**config.mk**
```make
export PLATFORM = sky130hd
export DESIGN_NAME = skvt_store
export DESIGN_NICKNAME = d
export VERILOG_FILES = /design/src/hw/rtl/skvt_pkg.sv /design/src/hw/rtl/skvt_store.sv
export SDC_FILE = /design/constraint.sdc
export NUM_CORES = 2
export LEC_CHECK = 0
export BUFFER_PORTS_ARGS = -buffer_cell sky130_fd_sc_hd__buf_2
export CAP_MARGIN = 20
export CORE_MARGIN = 3
export CORE_UTILIZATION = 56
export DETAILED_ROUTE_END_ITERATION = 8
export PLACE_DENSITY = 0.71
export SLEW_MARGIN = 20
export SYNTH_ARGS = -nofsm -noshare
export SYNTH_HDL_FRONTEND = slang
export SYNTH_SLANG_ARGS = --single-unit
```
**constraint.sdc**
```tcl
create_clock -name clk -period 7.6 [get_ports clk]
set_clock_uncertainty 0.05 [all_clocks]
set_input_delay 0.76 -clock clk [delete_from_list [all_inputs] [get_ports clk]]
set_output_delay 0.76 -clock clk [all_outputs]
set_load 0.1 [all_outputs]
```
**src/hw/rtl/skvt_pkg.sv**
```systemverilog
// Package: types, codes and helpers of the sorted key/value table
package skvt_pkg;

    localparam logic [1:0] FUNC_PUT  = 2'd0;
    localparam logic [1:0] FUNC_GET  = 2'd1;
    localparam logic [1:0] FUNC_DEL  = 2'd2;
    localparam logic [1:0] FUNC_NONE = 2'd3;

    localparam logic [1:0] STATUS_DONE    = 2'd0;
    localparam logic [1:0] STATUS_FIRST   = 2'd1;
    localparam logic [1:0] STATUS_MISSING = 2'd2;
    localparam logic [1:0] STATUS_FULL    = 2'd3;

    typedef enum logic [2:0] {
        ST_IDLE,
        ST_SEARCH,
        ST_CMP,
        ST_INS_RD,
        ST_INS_WR,
        ST_INSERT,
        ST_DEL_RD,
        ST_DEL_WR
    } skvt_state_t;

    typedef struct packed {
        logic [63:0] key;
        logic [63:0] value;
    } skvt_entry_t;

    typedef struct packed {
        logic        en;
        skvt_entry_t data;
    } skvt_wr_t;

    // keep at most nchars leading characters, drop everything from the first NUL
    function automatic logic [63:0] trim_word(input logic [63:0] word,
                                              input logic [3:0]  nchars);
        logic [63:0] out;
        logic        alive;
        logic [7:0]  ch;
        out   = '0;
        alive = 1'b1;
        for (int i = 0; i < 8; i++)
        begin
            ch    = word[63 - 8 * i -: 8];
            alive = alive & (4'(i) < nchars) & (ch != 8'd0);
            if (alive)
            begin
                out[63 - 8 * i -: 8] = ch;
            end
        end
        return out;
    endfunction

endpackage

```
**src/hw/rtl/skvt_store.sv**
```systemverilog
// Entry memory: one write port, one read port with registered read data
module skvt_store #(
    parameter int DEPTH = 32,
    parameter int AW    = 5
) (
    input  logic                 clk,
    input  skvt_pkg::skvt_wr_t   wr,
    input  logic [AW-1:0]        wr_addr,
    input  logic [AW-1:0]        rd_addr,
    output skvt_pkg::skvt_entry_t rd_data
);

    skvt_pkg::skvt_entry_t mem [DEPTH];

    always_ff @(posedge clk)
    begin
        if (wr.en)
        begin
            mem[wr_addr] <= wr.data;
        end
        rd_data <= mem[rd_addr];
    end

endmodule

```
==> impl_metrics.ini <==
[place]
routabilityCongestion = 0.764
place_inst = 10200
place.port_buffers = 267
hpwl_mm = 182

[die]
die_w_um = 533
num_io_pins = 268
rows = 192
start_util_pct = 56.5
die_y_um = 533
core_area_sq_um = 275000
dieArea_sq_um = 284000

[clock_tree]
root_buffer = clkbuf_16
clockBufferDepth = 4
h-tree-depth = 5
cts_made_buffers = 411
cts_tree = done
cts_setup_buffers = 0
ctsHoldBuffers = 0
path_clk_slew_ns = 0.06
cts.sinks = 4224
cts_resized = 0
clk_latency_ns = 0.95

[critical_path]
reg2reg_depth = 3
cp.arrival_ns = 3.95
critPathMaxFanout = 82
end_kind = register
r2r-start = mem[25][62]
r2r_end = rd_data[62]
r2r_setup_slack_ns = 5.69
worstSetupPathType = primary input to register
cp.required_ns = 8.28
crit_path_start_kind = primary input

[sta]
slew_viol_final = 0
setup_viol = 0
rsz0062_at_grt = false
max_slew_margin_pct = 17.5
maxClockFrequency_mhz = 306
period_minus_slack_ns = 3.27
setup_tns_ns = 0
fin_crit_sh_pct = 43.0
hold_viol = 0
worst_pin_slew_ns = 1.24

[final_layout]
fillers = 17500
instances_no_fill = 11000
drive_gt1_share_pct = 27.9
nets = 7053
syn_to_final_growth_pct = 12.9

[global_route]
met1_usage_pct = 36.8
antenna_found_initial = 43
grt_max_degree = 116
grt_use_total_pct = 26.1
gr-max-usage-layer = met2
grt_pass1_wl_mm = 534
use_met2_pct = 41.4
gr-usage-met3_pct = 5.11
gr-total-overflow = 0
first_global_vias = 74300

[job]
cap_violations = 0

[pwr]
total_leakage_power_nw = 54.8
ir_drop_mv = 0.211
power.density_nw_per_um2 = 282

[logic_synthesis]
yosysTopAreaCell = edfxtp_1
yosysWarnings = 0
yosys-top-cells-area = edfxtp_1 (79%), mux4_2 (14%), o22ai_1 (1.8%), dfxtp_1 (1.7%), mux2i_1 (0.88%)
avgSynthCellArea_sq_um = 24.1
ys_ff_latch = 4224
synth_top_area_share_pct = 79.2
ys_seq_area_share_pct = 80.9
netlist_instances = 6440
synthDistinctLibCells = 28
syn-num-nets = 6580
synth_area_sq_um = 155000

[drt]
route.detailed.wl_per_inst_um = 33.7
drt_wl_total_mm = 370
avgViaCountPerCell = 6.61
first_pass_iters = 5
num_vias = 72600
postRouteAntennaNets = 0
drt_iter0_drc = 9133
drc = 0

[min_path]
hold_end = mem[2][78]
min_path_type = primary input to register
holdPathStages = 1
min_from = wr[78]

[status]
outcome = finished, final reports clean
[synthesized netlist by cell type (all sizes together)]
| master | instances |
|---|---|
| edfxtp | 4096 |
| mux4 | 956 |
| o22ai | 444 |
| buf | 235 |
| mux2i | 136 |
| dfxtp | 128 |
| clkbuf | 117 |
| nor4 | 111 |
| a22oi | 102 |
| nand3 | 37 |
| nor2 | 36 |
| nand4 | 17 |
| nand3b | 6 |
| nand2 | 4 |
| or3b | 4 |
| nor2b | 3 |
| or3 | 2 |
| and2 | 1 |
| and3 | 1 |
| and3b | 1 |
| nand2b | 1 |
| nor3b | 1 |
| or2 | 1 |
[worst max-delay path: stages]
cell and delay (ns):
buf_12 0.43, buf_12 0.43, buf_4 0.63, mux4_2 0.37
o22ai_1 0.10, nor4_1 0.97
[stage by stage]
| step | utilization, % | hold WS [ns] | total power (W) | cell area, sq um | setup slack, ns |
|---|---|---|---|---|---|
| after global placement | 58.7 | 0.624 | 0.0292 | 161000 | 3.43 |
| after floorplan | - | 0.597 | 0.0283 | 155000 | 0.192 |
| after detailed placement | 58.7 | 0.621 | 0.0293 | 161000 | 3.41 |
| after CTS | 63.7 | 0.179 | 0.0497 | 175000 | 4.40 |
| after global routing | 63.8 | 0.237 | 0.0507 | 175000 | 4.04 |
| final | 63.8 | 0.247 | 0.0494 | 175000 | 4.33 |
[cell families (layout without fill, tap and decap cells)]
logic type	Yosys count	in the layout	synth area share, %
flip-flops	4224	4224	80.9
multiplexers	1092	1092	14.7
AO/OA/AOI/OAI	546	546	2.28
buffers and inverters	352	1179	1.26
AND/OR/NAND/NOR	226	226	0.832
other	0	27	0
[cell type report]
class / instances / area (sq um) / area share, %
diodes: 27 / 67.6 / 0.0386
clock buffers: 548 / 11200 / 6.40
clock inverters: 219 / 2660 / 1.52
multi-input cells: 1864 / 28100 / 16.0
flip-flops and latches: 4224 / 126000 / 71.6
well taps: 3686 / 4610 / 2.63
repair buffers: 412 / 3090 / 1.76
[cells in the final DEF (no fill, tap or decap), drive strengths merged, types with 2 or more instances in the layout]
cell and n:
or3 2, o22ai 444, bufinv 46, nand4 17
clkinvlp 14, nand3 37, nand3b 6, clkbuf 548
dfxtp 128, mux2i 136, nor4 111, clkinv 149
or3b 4, inv 10, edfxtp 4096, nor2b 3
buf 412, a22oi 102, nor2 36, nand2 4
diode 27, mux4 956
[registers in the layout, indices dropped and copies added (netlist names)]
| signal | flops |
|---|---|
| mem | 4096 |
| rd_data | 128 |
[worst max path at each step]
stage	cells after the start	to	start	slack, ns
2_1_floorplan	3	mem[12][0]	wr_addr[1]	0.19
3_3_place_gp	6	rd_data[62]	rd_addr[0]	3.43
3_5_place_dp	6	rd_data[62]	rd_addr[0]	3.41
4_1_cts	6	rd_data[62]	rd_addr[0]	4.40
5_1_grt	6	rd_data[62]	rd_addr[0]	4.04
6_report	6	rd_data[62]	rd_addr[0]	4.33
[power by group]
group	switching, W	internal (W)
sequential	0.000164	0.0259
clock	0.00860	0.0120
combinational	0.00192	0.000772
total	0.0107	0.0387
[metal layers]
layer / up-vias / wire [um]
met5: - / 109
met4: 18 / 13700
met3: 681 / 36200
met2: 4046 / 181000
met1: 38900 / 139000
li1: 29000 / -
(Power assumes the default switching activity.)
